$ cat config.mk
export PLATFORM = sky130hd
export DESIGN_NAME = sine_wave_generator_flat
export DESIGN_NICKNAME = d
export VERILOG_FILES = /design/src/rtl/swg_pkg.sv /design/src/rtl/swg_if.sv /design/src/rtl/swg_cfg.sv /design/src/rtl/swg_ctrl.sv /design/src/rtl/swg_dp.sv /design/src/rtl/sine_wave_generator.sv /design/src/flat_wrapper.sv
export SDC_FILE = /design/constraint.sdc
export NUM_CORES = 2
export LEC_CHECK = 0
export BUFFER_PORTS_ARGS = -buffer_cell sky130_fd_sc_hd__buf_2
export CORE_MARGIN = 5
export CORE_UTILIZATION = 50
export DETAILED_ROUTE_END_ITERATION = 10
export PLACE_DENSITY = 0.65
export SYNTH_ARGS = -nofsm -noshare
export SYNTH_HDL_FRONTEND = slang
export SYNTH_SLANG_ARGS = --single-unit
$ cat constraint.sdc
create_clock -name clk -period 13.5 [get_ports clk]
set_input_delay 0 -clock clk [delete_from_list [all_inputs] [get_ports clk]]
set_output_delay 0 -clock clk [all_outputs]
set_load 0.1 [all_outputs]
$ cat src/rtl/swg_pkg.sv
`default_nettype none
package swg_pkg;

  localparam int DATA_WIDTH   = 32;
  localparam int CORDIC_STEPS = 16;
  localparam int ITER_W       = $clog2(CORDIC_STEPS);
  localparam logic [ITER_W-1:0] ITER_LAST = ITER_W'(CORDIC_STEPS - 1);

  localparam int WORD_W    = 32;
  localparam int CFG_IDX_W = 3;
  localparam int OP_W      = 33;
  localparam int MAC_W     = 66;
  localparam int ROT_W     = 34;

  // register indexes
  localparam logic [CFG_IDX_W-1:0] REG_MODE      = 3'd0;
  localparam logic [CFG_IDX_W-1:0] REG_AMPLITUDE = 3'd1;
  localparam logic [CFG_IDX_W-1:0] REG_FREQUENCY = 3'd2;
  localparam logic [CFG_IDX_W-1:0] REG_PHASE     = 3'd3;
  localparam logic [CFG_IDX_W-1:0] REG_OFFSET    = 3'd4;
  localparam logic [CFG_IDX_W-1:0] REG_INIT      = 3'd5;
  localparam logic [CFG_IDX_W-1:0] REG_STEP      = 3'd6;

  localparam logic MODE_INTERNAL = 1'b0;
  localparam logic MODE_EXTERNAL = 1'b1;

  // multiply-accumulate operations
  localparam logic [2:0] MAC_ANG = 3'd0;
  localparam logic [2:0] MAC_P0  = 3'd1;
  localparam logic [2:0] MAC_P1  = 3'd2;
  localparam logic [2:0] MAC_P2  = 3'd3;
  localparam logic [2:0] MAC_P3  = 3'd4;
  localparam logic [2:0] MAC_AMP = 3'd5;

  // 1/(2*pi) in Q0.64, split in halves
  localparam logic [WORD_W-1:0] INV2PI_HI = 32'h28BE60DB;
  localparam logic [WORD_W-1:0] INV2PI_LO = 32'h9391054A;

  localparam logic signed [ROT_W-1:0] CORDIC_GAIN  = 34'sd652032874;
  localparam logic signed [ROT_W-1:0] QUARTER_TURN = 34'sd1073741824;
  localparam logic signed [ROT_W-1:0] NEG_QUARTER  = -34'sd1073741824;
  localparam logic signed [ROT_W-1:0] HALF_TURN    = 34'sd2147483648;

  localparam logic signed [MAC_W-1:0] MAC_ROUND = 66'sd536870912;
  localparam logic signed [MAC_W-1:0] SAT_MAX   = (66'sd1 <<< (DATA_WIDTH - 1)) - 66'sd1;
  localparam logic signed [MAC_W-1:0] SAT_MIN   = -(66'sd1 <<< (DATA_WIDTH - 1));

  typedef struct packed {
    logic              mode;
    logic [WORD_W-1:0] amplitude;
    logic [WORD_W-1:0] frequency;
    logic [WORD_W-1:0] phase;
    logic [WORD_W-1:0] offset;
    logic [WORD_W-1:0] accumulator;
  } cfg_t;

  typedef struct packed {
    logic              load_x;
    logic              mac_en;
    logic [2:0]        mac_op;
    logic              fold;
    logic              rot;
    logic [ITER_W-1:0] iter;
    logic              sine;
    logic              y_load;
  } cmd_t;

  // arctangent of 2^-i in 2^-32 turn units
  function automatic logic [WORD_W-1:0] atan_turn(input logic [4:0] i);
    logic [WORD_W-1:0] a;
    case (i)
      5'd0:  a = 32'h20000000;
      5'd1:  a = 32'h12E4051E;
      5'd2:  a = 32'h09FB385B;
      5'd3:  a = 32'h051111D4;
      5'd4:  a = 32'h028B0D43;
      5'd5:  a = 32'h0145D7E1;
      5'd6:  a = 32'h00A2F61E;
      5'd7:  a = 32'h00517C55;
      5'd8:  a = 32'h0028BE53;
      5'd9:  a = 32'h00145F2F;
      5'd10: a = 32'h000A2F98;
      5'd11: a = 32'h000517CC;
      5'd12: a = 32'h00028BE6;
      5'd13: a = 32'h000145F3;
      5'd14: a = 32'h0000A2FA;
      5'd15: a = 32'h0000517D;
      5'd16: a = 32'h000028BE;
      5'd17: a = 32'h0000145F;
      5'd18: a = 32'h00000A30;
      5'd19: a = 32'h00000518;
      5'd20: a = 32'h0000028C;
      5'd21: a = 32'h00000146;
      5'd22: a = 32'h000000A3;
      5'd23: a = 32'h00000051;
      5'd24: a = 32'h00000029;
      5'd25: a = 32'h00000014;
      5'd26: a = 32'h0000000A;
      5'd27: a = 32'h00000005;
      5'd28: a = 32'h00000003;
      5'd29: a = 32'h00000001;
      5'd30: a = 32'h00000001;
      default: a = 32'h00000000;
    endcase
    return a;
  endfunction

endpackage
`default_nettype wire

$ cat src/rtl/swg_if.sv
`default_nettype none
interface swg_x_if;
  logic                      valid;
  logic                      ready;
  logic [swg_pkg::WORD_W-1:0] x_value;

  modport source (output valid, output x_value, input ready);
  modport sink   (input valid, input x_value, output ready);
endinterface

interface swg_y_if;
  logic                      valid;
  logic                      ready;
  logic [swg_pkg::WORD_W-1:0] y_value;

  modport source (output valid, output y_value, input ready);
  modport sink   (input valid, input y_value, output ready);
endinterface
`default_nettype wire

$ cat src/rtl/swg_cfg.sv
`default_nettype none
module swg_cfg
  import swg_pkg::*;
(
  input  logic                 clk,
  input  logic                 rst_n,
  input  logic                 cfg_we,
  input  logic [CFG_IDX_W-1:0] cfg_idx,
  input  logic [WORD_W-1:0]    cfg_wdata,
  input  logic                 acc_step,
  output cfg_t                 cfg
);

  logic              mode_r;
  logic [WORD_W-1:0] amplitude_r;
  logic [WORD_W-1:0] frequency_r;
  logic [WORD_W-1:0] phase_r;
  logic [WORD_W-1:0] offset_r;
  logic [WORD_W-1:0] step_r;
  logic [WORD_W-1:0] acc_r;
  logic [WORD_W-1:0] acc_nxt;

  always_comb begin
    acc_nxt = acc_r;
    if (cfg_we && cfg_idx == REG_INIT) begin
      acc_nxt = cfg_wdata;
    end else if (acc_step && mode_r == MODE_INTERNAL) begin
      acc_nxt = acc_r + step_r;
    end
  end

  always_ff @(posedge clk) begin
    if (!rst_n) begin
      mode_r      <= MODE_INTERNAL;
      amplitude_r <= 32'd65536;
      frequency_r <= 32'd65536;
      phase_r     <= '0;
      offset_r    <= '0;
      step_r      <= 32'd196608;
      acc_r       <= '0;
    end else begin
      acc_r <= acc_nxt;
      if (cfg_we) begin
        case (cfg_idx)
          REG_MODE:      mode_r      <= cfg_wdata[0];
          REG_AMPLITUDE: amplitude_r <= cfg_wdata;
          REG_FREQUENCY: frequency_r <= cfg_wdata;
          REG_PHASE:     phase_r     <= cfg_wdata;
          REG_OFFSET:    offset_r    <= cfg_wdata;
          REG_STEP:      step_r      <= cfg_wdata;
          default: ;
        endcase
      end
    end
  end

  assign cfg.mode        = mode_r;
  assign cfg.amplitude   = amplitude_r;
  assign cfg.frequency   = frequency_r;
  assign cfg.phase       = phase_r;
  assign cfg.offset      = offset_r;
  assign cfg.accumulator = acc_r;

endmodule
`default_nettype wire

$ cat src/rtl/swg_ctrl.sv
`default_nettype none
module swg_ctrl
  import swg_pkg::*;
(
  input  logic clk,
  input  logic rst_n,
  input  logic in_valid,
  input  logic out_ready,
  output logic in_ready,
  output logic out_valid,
  output cmd_t cmd
);

  localparam logic [3:0] ST_IDLE = 4'd0;
  localparam logic [3:0] ST_ANG  = 4'd1;
  localparam logic [3:0] ST_P0   = 4'd2;
  localparam logic [3:0] ST_P1   = 4'd3;
  localparam logic [3:0] ST_P2   = 4'd4;
  localparam logic [3:0] ST_P3   = 4'd5;
  localparam logic [3:0] ST_FOLD = 4'd6;
  localparam logic [3:0] ST_ROT  = 4'd7;
  localparam logic [3:0] ST_SINE = 4'd8;
  localparam logic [3:0] ST_AMP  = 4'd9;
  localparam logic [3:0] ST_FIN  = 4'd10;

  logic [3:0]        state_r;
  logic [3:0]        state_nxt;
  logic [ITER_W-1:0] iter_r;
  logic [ITER_W-1:0] iter_nxt;
  logic              out_valid_r;
  logic              out_valid_nxt;

  always_comb begin
    state_nxt = state_r;
    iter_nxt  = iter_r;
    in_ready  = 1'b0;
    cmd       = '0;
    cmd.iter  = iter_r;
    case (state_r)
      ST_IDLE: begin
        in_ready = 1'b1;
        if (in_valid) begin
          cmd.load_x = 1'b1;
          state_nxt  = ST_ANG;
        end
      end
      ST_ANG: begin
        cmd.mac_en = 1'b1;
        cmd.mac_op = MAC_ANG;
        state_nxt  = ST_P0;
      end
      ST_P0: begin
        cmd.mac_en = 1'b1;
        cmd.mac_op = MAC_P0;
        state_nxt  = ST_P1;
      end
      ST_P1: begin
        cmd.mac_en = 1'b1;
        cmd.mac_op = MAC_P1;
        state_nxt  = ST_P2;
      end
      ST_P2: begin
        cmd.mac_en = 1'b1;
        cmd.mac_op = MAC_P2;
        state_nxt  = ST_P3;
      end
      ST_P3: begin
        cmd.mac_en = 1'b1;
        cmd.mac_op = MAC_P3;
        state_nxt  = ST_FOLD;
      end
      ST_FOLD: begin
        cmd.fold  = 1'b1;
        iter_nxt  = '0;
        state_nxt = ST_ROT;
      end
      ST_ROT: begin
        cmd.rot  = 1'b1;
        iter_nxt = iter_r + 1'b1;
        if (iter_r == ITER_LAST) begin
          state_nxt = ST_SINE;
        end
      end
      ST_SINE: begin
        cmd.sine  = 1'b1;
        state_nxt = ST_AMP;
      end
      ST_AMP: begin
        cmd.mac_en = 1'b1;
        cmd.mac_op = MAC_AMP;
        state_nxt  = ST_FIN;
      end
      ST_FIN: begin
        if (!out_valid_r || out_ready) begin
          cmd.y_load = 1'b1;
          state_nxt  = ST_IDLE;
        end
      end
      default: begin
        state_nxt = ST_IDLE;
      end
    endcase
  end

  assign out_valid_nxt = cmd.y_load | (out_valid_r & ~out_ready);
  assign out_valid     = out_valid_r;

  always_ff @(posedge clk) begin
    if (!rst_n) begin
      state_r     <= ST_IDLE;
      iter_r      <= '0;
      out_valid_r <= 1'b0;
    end else begin
      state_r     <= state_nxt;
      iter_r      <= iter_nxt;
      out_valid_r <= out_valid_nxt;
    end
  end

endmodule
`default_nettype wire

$ cat src/rtl/swg_dp.sv
`default_nettype none
module swg_dp
  import swg_pkg::*;
(
  input  logic              clk,
  input  cmd_t              cmd,
  input  cfg_t              cfg,
  input  logic [WORD_W-1:0] in_x,
  output logic [WORD_W-1:0] y_value
);

  logic [WORD_W-1:0]       x_r;
  logic [2*WORD_W-1:0]     a_r;
  logic signed [MAC_W-1:0] acc_r;
  logic signed [ROT_W-1:0] z_r;
  logic signed [ROT_W-1:0] cx_r;
  logic signed [ROT_W-1:0] cy_r;
  logic                    neg_r;
  logic signed [WORD_W-1:0] s_r;
  logic [WORD_W-1:0]       y_r;

  logic signed [OP_W-1:0]  opa;
  logic signed [OP_W-1:0]  opb;
  logic signed [MAC_W-1:0] addend;
  logic signed [MAC_W-1:0] prod;
  logic signed [MAC_W-1:0] mac_sum;

  logic signed [ROT_W-1:0] z0;
  logic signed [ROT_W-1:0] z_fold;
  logic                    neg_fold;
  logic signed [ROT_W-1:0] dx;
  logic signed [ROT_W-1:0] dy;
  logic signed [ROT_W-1:0] atn;
  logic signed [ROT_W-1:0] clamp;
  logic signed [ROT_W-1:0] s_nxt;
  logic signed [MAC_W-1:0] y_wide;
  logic signed [MAC_W-1:0] y_sat;

  // shared multiplier: angle, four partial products of the turn word, gain
  always_comb begin
    opa    = '0;
    opb    = '0;
    addend = '0;
    case (cmd.mac_op)
      MAC_ANG: begin
        opa    = {cfg.frequency[WORD_W-1], cfg.frequency};
        opb    = {x_r[WORD_W-1], x_r};
        addend = {{18{cfg.phase[WORD_W-1]}}, cfg.phase, 16'd0};
      end
      MAC_P0: begin
        opa = {1'b0, a_r[WORD_W-1:0]};
        opb = {1'b0, INV2PI_LO};
      end
      MAC_P1: begin
        opa    = {a_r[2*WORD_W-1], a_r[2*WORD_W-1:WORD_W]};
        opb    = {1'b0, INV2PI_LO};
        addend = acc_r >>> WORD_W;
      end
      MAC_P2: begin
        opa    = {1'b0, a_r[WORD_W-1:0]};
        opb    = {1'b0, INV2PI_HI};
        addend = acc_r;
      end
      MAC_P3: begin
        opa    = {a_r[2*WORD_W-1], a_r[2*WORD_W-1:WORD_W]};
        opb    = {1'b0, INV2PI_HI};
        addend = acc_r >>> WORD_W;
      end
      MAC_AMP: begin
        opa    = {cfg.amplitude[WORD_W-1], cfg.amplitude};
        opb    = {s_r[WORD_W-1], s_r};
        addend = MAC_ROUND;
      end
      default: ;
    endcase
  end

  assign prod    = opa * opb;
  assign mac_sum = prod + addend;

  // fold to the half turn around zero
  always_comb begin
    z0       = {{2{acc_r[WORD_W-1]}}, acc_r[WORD_W-1:0]};
    z_fold   = z0;
    neg_fold = 1'b0;
    if (z0 >= QUARTER_TURN) begin
      z_fold   = z0 - HALF_TURN;
      neg_fold = 1'b1;
    end else if (z0 < NEG_QUARTER) begin
      z_fold   = z0 + HALF_TURN;
      neg_fold = 1'b1;
    end
  end

  assign dx  = cy_r >>> cmd.iter;
  assign dy  = cx_r >>> cmd.iter;
  assign atn = {2'b00, atan_turn(5'(cmd.iter))};

  always_comb begin
    if (cy_r > QUARTER_TURN) begin
      clamp = QUARTER_TURN;
    end else if (cy_r < NEG_QUARTER) begin
      clamp = NEG_QUARTER;
    end else begin
      clamp = cy_r;
    end
    s_nxt = neg_r ? -clamp : clamp;
  end

  always_comb begin
    y_wide = (acc_r >>> 30)
           + $signed({{(MAC_W-WORD_W){cfg.offset[WORD_W-1]}}, cfg.offset});
    if (y_wide > SAT_MAX) begin
      y_sat = SAT_MAX;
    end else if (y_wide < SAT_MIN) begin
      y_sat = SAT_MIN;
    end else begin
      y_sat = y_wide;
    end
  end

  always_ff @(posedge clk) begin
    if (cmd.load_x) begin
      x_r <= (cfg.mode == MODE_EXTERNAL) ? in_x : cfg.accumulator;
    end
    if (cmd.mac_en) begin
      acc_r <= mac_sum;
      if (cmd.mac_op == MAC_ANG) begin
        a_r <= mac_sum[2*WORD_W-1:0];
      end
    end
    if (cmd.fold) begin
      z_r   <= z_fold;
      neg_r <= neg_fold;
      cx_r  <= CORDIC_GAIN;
      cy_r  <= '0;
    end else if (cmd.rot) begin
      if (!z_r[ROT_W-1]) begin
        cx_r <= cx_r - dx;
        cy_r <= cy_r + dy;
        z_r  <= z_r - atn;
      end else begin
        cx_r <= cx_r + dx;
        cy_r <= cy_r - dy;
        z_r  <= z_r + atn;
      end
    end
    if (cmd.sine) begin
      s_r <= s_nxt[WORD_W-1:0];
    end
    if (cmd.y_load) begin
      y_r <= y_sat[WORD_W-1:0];
    end
  end

  assign y_value = y_r;

endmodule
`default_nettype wire

$ cat src/rtl/sine_wave_generator.sv
// Sine wave generator: y = amplitude * sin(frequency * x + phase) + offset,
// all words signed Q16.16.
// in_if carries x_value; in internal mode the word is only a tick and x is
// the phase accumulator, which advances by step on every accepted word.
// out_if returns one y_value word per input word, saturated.
// cfg_we/cfg_idx/cfg_wdata write the registers (mode, amplitude, frequency,
// phase, offset, init_value, step); writing init_value reloads the
// accumulator. Write only while the block is idle.
// One word is processed at a time: in_if.ready is high only when idle.
// The result is registered after the angle pass, four turn-word passes,
// fold, CORDIC steps, sine and gain pass, and the block is idle again as
// it is loaded. The word rate is set by the single shared 33x33 multiplier
// (six passes) and the iterative CORDIC rotator (one step per cycle).
// The output register holds its word while out_if.ready is low; a finished
// word waits in the datapath and the block stays busy until it can be loaded.
// Reset (rst_n low, synchronous) restores register defaults, clears the
// accumulator and empties the output.
`default_nettype none
module sine_wave_generator
  import swg_pkg::*;
(
  input  logic                 clk,
  input  logic                 rst_n,
  swg_x_if.sink                in_if,
  swg_y_if.source              out_if,
  input  logic                 cfg_we,
  input  logic [CFG_IDX_W-1:0] cfg_idx,
  input  logic [WORD_W-1:0]    cfg_wdata
);

  cfg_t cfg;
  cmd_t cmd;
  logic in_fire;

  assign in_fire = in_if.valid & in_if.ready;

  swg_cfg u_cfg (
    .clk       (clk),
    .rst_n     (rst_n),
    .cfg_we    (cfg_we),
    .cfg_idx   (cfg_idx),
    .cfg_wdata (cfg_wdata),
    .acc_step  (in_fire),
    .cfg       (cfg)
  );

  swg_ctrl u_ctrl (
    .clk       (clk),
    .rst_n     (rst_n),
    .in_valid  (in_if.valid),
    .out_ready (out_if.ready),
    .in_ready  (in_if.ready),
    .out_valid (out_if.valid),
    .cmd       (cmd)
  );

  swg_dp u_dp (
    .clk     (clk),
    .cmd     (cmd),
    .cfg     (cfg),
    .in_x    (in_if.x_value),
    .y_value (out_if.y_value)
  );

`ifndef SYNTH
  a_busy_after_accept: assert property (@(posedge clk) disable iff (!rst_n)
    in_fire |=> !in_if.ready)
    else $error("input accepted twice in a row");

  a_no_overwrite: assert property (@(posedge clk) disable iff (!rst_n)
    cmd.y_load |-> (!out_if.valid || out_if.ready))
    else $error("result word overwritten before being taken");

  a_mac_busy: assert property (@(posedge clk) disable iff (!rst_n)
    (cmd.mac_en || cmd.rot) |-> !in_if.ready)
    else $error("ready raised while datapath busy");

  a_valid_source: assert property (@(posedge clk) disable iff (!rst_n)
    $rose(out_if.valid) |-> $past(cmd.y_load))
    else $error("result valid without a load");
`endif

endmodule
`default_nettype wire
$ cat src/flat_wrapper.sv
// flat-port wrapper written by rule: the top's interface ports become plain ports
module sine_wave_generator_flat import swg_pkg::*;
  (clk, rst_n, cfg_we, cfg_idx, cfg_wdata, in_if_valid, in_if_x_value, in_if_ready, out_if_valid, out_if_y_value, out_if_ready);
  swg_x_if in_if_i ();
  swg_y_if out_if_i ();
  input  logic clk;
  input  logic rst_n;
  input  logic cfg_we;
  input  logic [CFG_IDX_W-1:0] cfg_idx;
  input  logic [WORD_W-1:0] cfg_wdata;
  input wire logic [$bits(in_if_i.valid)-1:0] in_if_valid;
  input wire logic [$bits(in_if_i.x_value)-1:0] in_if_x_value;
  output wire logic [$bits(in_if_i.ready)-1:0] in_if_ready;
  output wire logic [$bits(out_if_i.valid)-1:0] out_if_valid;
  output wire logic [$bits(out_if_i.y_value)-1:0] out_if_y_value;
  input wire logic [$bits(out_if_i.ready)-1:0] out_if_ready;
  assign in_if_i.valid = in_if_valid;
  assign in_if_i.x_value = in_if_x_value;
  assign in_if_ready = in_if_i.ready;
  assign out_if_valid = out_if_i.valid;
  assign out_if_y_value = out_if_i.y_value;
  assign out_if_i.ready = out_if_ready;
  sine_wave_generator u_core (.clk(clk), .rst_n(rst_n), .in_if(in_if_i), .out_if(out_if_i), .cfg_we(cfg_we), .cfg_idx(cfg_idx), .cfg_wdata(cfg_wdata));
endmodule
; ---- After elaboration in Yosys (flattened, before gate mapping)
; Memory sizes are Yosys's and may differ from the RTL's. A register that Yosys moved wholly into a read port is not among the register bits.
; Cells that the tools add are included.
[totals]
mem_bits_rw = 0
mem_bits_ro = 480
memories = 1
regBits = 531
input_bits = 72
latchBits = 0
[classes]
n_lt_le_gt_ge = 6
n_div = 0
n_eq_ne = 25
addsub = 13
n_bitwise = 5
n_reduce_logical = 22
muxes = 34
multipliers = 1
shift = 2
[mem_list]
columns = name, depth, word_bits, rd, rd_ports_with_merged_regs, write_ports, line
row1 = (name not given), 16, 30, 1, 1, 0, swg_pkg.sv:71  ; case (i)
[ops]
columns = operator, count
row1 = case mux 33 bit (4 select lines), 2
row2 = case mux 66 bit (4 select lines), 1
row3 = two-way mux 34 bit, 7
row4 = two-way mux 32 bit, 7
row5 = adder 34 bit, 2
row6 = >>> shifter 34 x 4 -> 34 bit, 2
row7 = subtractor 34 bit, 2
row8 = adder 66 bit, 1
row9 = multiplier 33 x 33 -> 66 bit, 1
row10 = case mux 4 bit (11 select lines), 1
row11 = adder 36 x 32 -> 37 bit, 1
row12 = "> comparator 37 x 32 -> 1 bit, second input constant", 1
row13 = "< comparator 37 x 32 -> 1 bit, second input constant", 1
row14 = "adder 32 x 33 -> 34 bit, second input constant", 1
row15 = adder 34 x 33 -> 34 bit, 1
row16 = "> comparator 34 x 32 -> 1 bit, second input constant", 1
row17 = "< comparator 34 x 31 -> 1 bit, second input constant", 1
row18 = "subtractor 32 x 33 -> 34 bit, second input constant", 1
row19 = subtractor 34 x 33 -> 34 bit, 1
row20 = adder 32 bit, 1
row21 = ">= comparator 32 bit, second input constant", 1
row22 = "< comparator 32 x 31 -> 1 bit, second input constant", 1
row23 = negation 32 bit, 1
row24 = case mux 4 bit (6 select lines), 1
row25 = other kinds (24), 68

; ---- Longest topological paths before layout
[logic_depth]
depth_word = 7
mapped_depth = 40

; ---- Cells and area by module
; Synthesis repeated with hierarchy kept, for this count alone.
[hier_totals]
hier_cells = 8759
area_unflattened_um2 = 77680.8
[modules_own_cells]
columns = mod, seq_area_each_um2, area_per_inst_um2, n_inst, cells_per_inst
row1 = swg_dp, 9198.8, 68454.4, 1, 7549
row2 = swg_cfg, 3863.7, 8612.0, 1, 1136
row3 = swg_ctrl, 180.2, 608.1, 1, 73
row4 = sine_wave_generator, 0.0, 6.3, 1, 1

; ---- Worst setup path before layout
; No wires, ideal clock.
[synth_path]
path_type = register to register
start = register u_core.u_ctrl.state_r[1]
end = register u_core.u_dp.a_r[63] (data pin)
path_slack_ns = 3.516
period_less_slack_ns = 9.984
stages_incl_launch_ff = 38
t_required_ns = 13.279
setup_time_ns = 0.221
arrival_time_ns = 9.763
cell_sequence = dfxtp_1 clkbuf_1 nand2b_1 clkbuf_1 nor2_1 nor2_1 clkbuf_1 buf_1 a221oi_1 clkbuf_1 nor2_1 fa_1 inv_1 fa_1 inv_1 fa_1 inv_1 fa_1 [... 2 more ...] inv_1 fa_1 inv_1 fa_1 inv_1 fa_1 inv_1 ha_1 a22o_1 o41a_1 a311o_1 a2111oi_0 o21ai_0 a21oi_1 nor4_1 o21bai_1 nand2_1 o311ai_0
[synth_via]
elab_chain_len = 7
elab_cells_between_ends = 22
cone_classes = 1 x add/sub / 1 x mul / 11 x eq/ne / 4 x mux / 5 x reduce/logical
[synth_rtl]
columns = item, line
row1 = from (decl), swg_ctrl.sv:26  ; logic [3:0] state_r;
row2 = from (signal assigned), swg_ctrl.sv:114  ; state_r <= state_nxt;
row3 = equality test 4 bit (tied with other cells), swg_ctrl.sv:39  ; case (state_r)
row4 = case mux 4 bit (6 select lines) *, swg_ctrl.sv:39
row5 = equality test 3 bit (tied with other cells), swg_dp.sv:44  ; case (cmd.mac_op)
row6 = OR reduction 2 bit (no source line), --
row7 = case mux 33 bit (4 select lines), swg_dp.sv:44
row8 = multiplier 33 x 33 -> 66 bit, swg_dp.sv:78  ; assign prod = opa * opb;
row9 = adder 66 bit *, swg_dp.sv:79  ; assign mac_sum = prod + addend;
row10 = net u_core.u_dp.mac_sum[63], swg_dp.sv:26  ; logic signed [MAC_W-1:0] mac_sum;
row11 = to (signal assigned), swg_dp.sv:129  ; a_r <= mac_sum[2*WORD_W-1:0];
row12 = to (decl), swg_dp.sv:13  ; logic [2*WORD_W-1:0] a_r;
; Mark *: on every way through the listed nets, which the timed path passes. The rest lies on a longest branch.
; A chain may end at the register's enable or synchronous reset.

; ---- Worst setup path after layout
[layout_path]
start = register u_core.u_ctrl.state_r[2]
end = register u_core.u_dp.a_r[57] (data pin)
; The elaborated chain is that of the path after synthesis.

==> flow_summary.ini <==
[clock_tree]
cts_sinks = 561
cts_root_buf = clkbuf_16
clockBufferDepth = 3
cts_made_buffers = 61
cts_resized = 0
htreeDepth = 2
ctsHoldBuffers = 71
cts_tree = built
cts_setup_buffers = 0
insertion_delay_ns = 0.67
cts.clk_slew.worst_paths_ns = 0.06

[setup_path]
cp.required_ns = 13.94
critical-path-top-delay-family = adder cells
r2r-start = u_core.u_ctrl.state_r[2]
endpoint_kind = flop
critical_path_buf_inv_count = 9
critical_path_arrival_ns = 12.37
ff2ff_path_depth = 35
regToRegEndpoint = u_core.u_dp.a_r[57]
critical_path.slowest_cell = a221o_1
cp_max_fo = 31
critPathMaxStageDelay_ns = 1.19
cp_common_cell = fa_1
criticalPathCategory = reg -> reg
reg2reg_slack_ns = 1.57
cp-start-kind = flop

[yosys]
ys_async_sr_fraction_pct = 0
yosys_warnings = 0
synthDistinctLibCells = 83
synth_top_area_share_pct = 32.8
syn_nets = 10262
synth.avg_cell_area_um2 = 8.97
syn_area_um2 = 76500
seq_area_frac_synth_pct = 18.1
ys_seq_elements = 561
synth-main-ff-cell = dfxtp_1
ys_top_cells_by_count = inv_1, fa_1, nand2_1
synth_cells = 8525
synth-edff-count = 261
yosys-top-cells-area = fa_1, edfxtp_1, dfxtp_1
synth.most_common_cell = inv_1
synth_area_leader_cell = fa_1

[sta]
maxSlewHeadroom_pct = 0.0845
fin_crit_sh_pct = 88.3
slew_viol_final = 0
setup_ws_ns = 1.57
setup_viol = 0
fin_setup_tns_ns = 0
finalCriticalPeriod_ns = 11.93
skew_ns = 0.0569
hold_violations = 0
worstMarginPinSlew_ns = 1.49
clock.fmax_mhz = 83.9
rsz0062_at_grt = no

[floorplan]
coreArea_um2 = 152000
rows = 143
initial_utilization_pct = 50.3
die_w_um = 401
die_area_um2 = 161000
ios = 106
die_h_um = 401

[drt]
post_drt_wl_per_cell_um = 27.9
drtIter0Drc = 7624
ant_nets = 0
wirelength_mm = 296
drc = 0
vias_per_cell = 6.08
dr.pass1.iters = 8
vias = 64493

[job]
cap_viol_max_count = 1

[hold_path]
whs_path_depth = 3
worstHoldEndpoint = u_core.u_dp.x_r[5]
hold_start = in_if_x_value[5]
hold_class = in -> reg

[global_routing]
antenna_found_initial = 23
grt_overflow = 0
grt_pass1_vias = 64080
grt_max_degree = 98
grt_first_pass_wirelength_mm = 430
grtUsageTotal_pct = 36.2

[outcome]
violations = max-capacitance violations
outcome = finished, violations left

[finish]
final_nets = 10244
drive_gt1_share_pct = 7.47
syn2layout_area_growth_pct = 7.88
final_area_um2 = 82500
nFillCells = 14064
fin_util_pct = 54.2

[placed_design]
hpwl_mm = 235
numPortBuffers = 105
pre_cts_ws_ns = 1.90
place_congestion = 1.04
dpl-instance-area_um2 = 79600
## worst max path at each step
stage | cells past startpoint | start | end | slack (ns)
final | 35 | u_core.u_ctrl.state_r[2] | u_core.u_dp.a_r[57] | 1.57
after global routing | 35 | u_core.u_ctrl.state_r[2] | u_core.u_dp.acc_r[63] | 1.18
after CTS | 31 | u_core.u_ctrl.state_r[2] | u_core.u_dp.a_r[57] | 1.87
after detailed placement | 35 | u_core.u_ctrl.state_r[2] | u_core.u_dp.acc_r[57] | 1.90
after global placement | 35 | u_core.u_ctrl.state_r[2] | u_core.u_dp.a_r[57] | 1.80
after floorplan | 37 | u_core.u_ctrl.state_r[1] | u_core.u_dp.a_r[63] | 3.52
## layer usage
| layer | part of all wire [%] | global-route usage, % | vias up |
|---|---|---|---|
| met5 | 0.023 | 0 | - |
| met4 | 7.9 | 22.2 | 10 |
| met3 | 13 | 11.2 | 941 |
| met2 | 41 | 51.8 | 3948 |
| met1 | 38 | 48.2 | 32299 |
| li1 | - | - | 27295 |
## layout make-up
class | count | area, um^2 | share of cell area (%)
Antenna cell | 16 | 40.0 | 0.0485
Clock buffer | 70 | 1590 | 1.93
Clock inverter | 45 | 502 | 0.608
Inverter | 1438 | 5400 | 6.55
Multi-Input combinational cell | 6103 | 56100 | 68.0
Sequential cell | 561 | 13900 | 16.8
Tap cell | 2030 | 2540 | 3.08
Timing Repair Buffer | 342 | 2510 | 3.04
## per-stage QoR
step	hold WS (ns)	std cells
final	0.211	10605
after global routing	0.203	10589
after CTS	0.157	10589
after detailed placement	0.314	10403
after global placement	0.313	10403
after floorplan	0.124	8525
## cell usage in the layout (no fill, tap or decap), types with 133 or more instances in the layout
cell,netlist,layout
edfxtp_1,261,261
nand2_1,1110,1110
buf_4,4,164
dfxtp_1,300,295
o21ai_0,272,267
inv_1,1433,1433
a21o_1,133,133
xnor2_1,189,189
a21oi_1,560,544
ha_1,411,411
fa_1,1254,1254
xor2_1,141,141
nor2_1,937,929
## logic make-up after synthesis
| kind of cell | after synthesis | synth area share [%] |
|---|---|---|
| xor gates and xnor gates | 330 | 3.78 |
| and+or+nand+nor | 2465 | 13.3 |
| DFF | 561 | 18.1 |
| AOI/OAI and AO/OA | 1436 | 11.8 |
| adders and majority gates | 1665 | 39.6 |
| buffers and inverters | 1861 | 9.22 |
| muxes | 207 | 4.17 |
## state kept, by name, indices dropped and copies added (netlist names), 4 cells and up
name and cells:
u_core.u_ctrl.iter_r 4, u_core.u_dp.y_value 32, u_core.u_dp.acc_r 66, u_core.u_dp.z_r 34, u_core.u_dp.atn 30, u_core.u_ctrl.state_r 4
u_core.u_cfg.phase_r 32, u_core.u_dp.x_r 32, u_core.u_dp.cx_r 34, u_core.u_cfg.frequency_r 32, u_core.u_dp.cy_r 34, u_core.u_cfg.acc_r 32
u_core.u_cfg.amplitude_r 32, u_core.u_cfg.step_r 32, u_core.u_cfg.offset_r 32, u_core.u_dp.s_r 32, u_core.u_dp.a_r 64
## worst min-delay path, cell delays in order
cell and delay, ns:
dlygate4sd3_1 0.51, buf_2 0.10, mux2_2 0.15
Power is not shown: default switching activity piles up to over one toggle a cycle in this logic, so the estimate is an artifact.
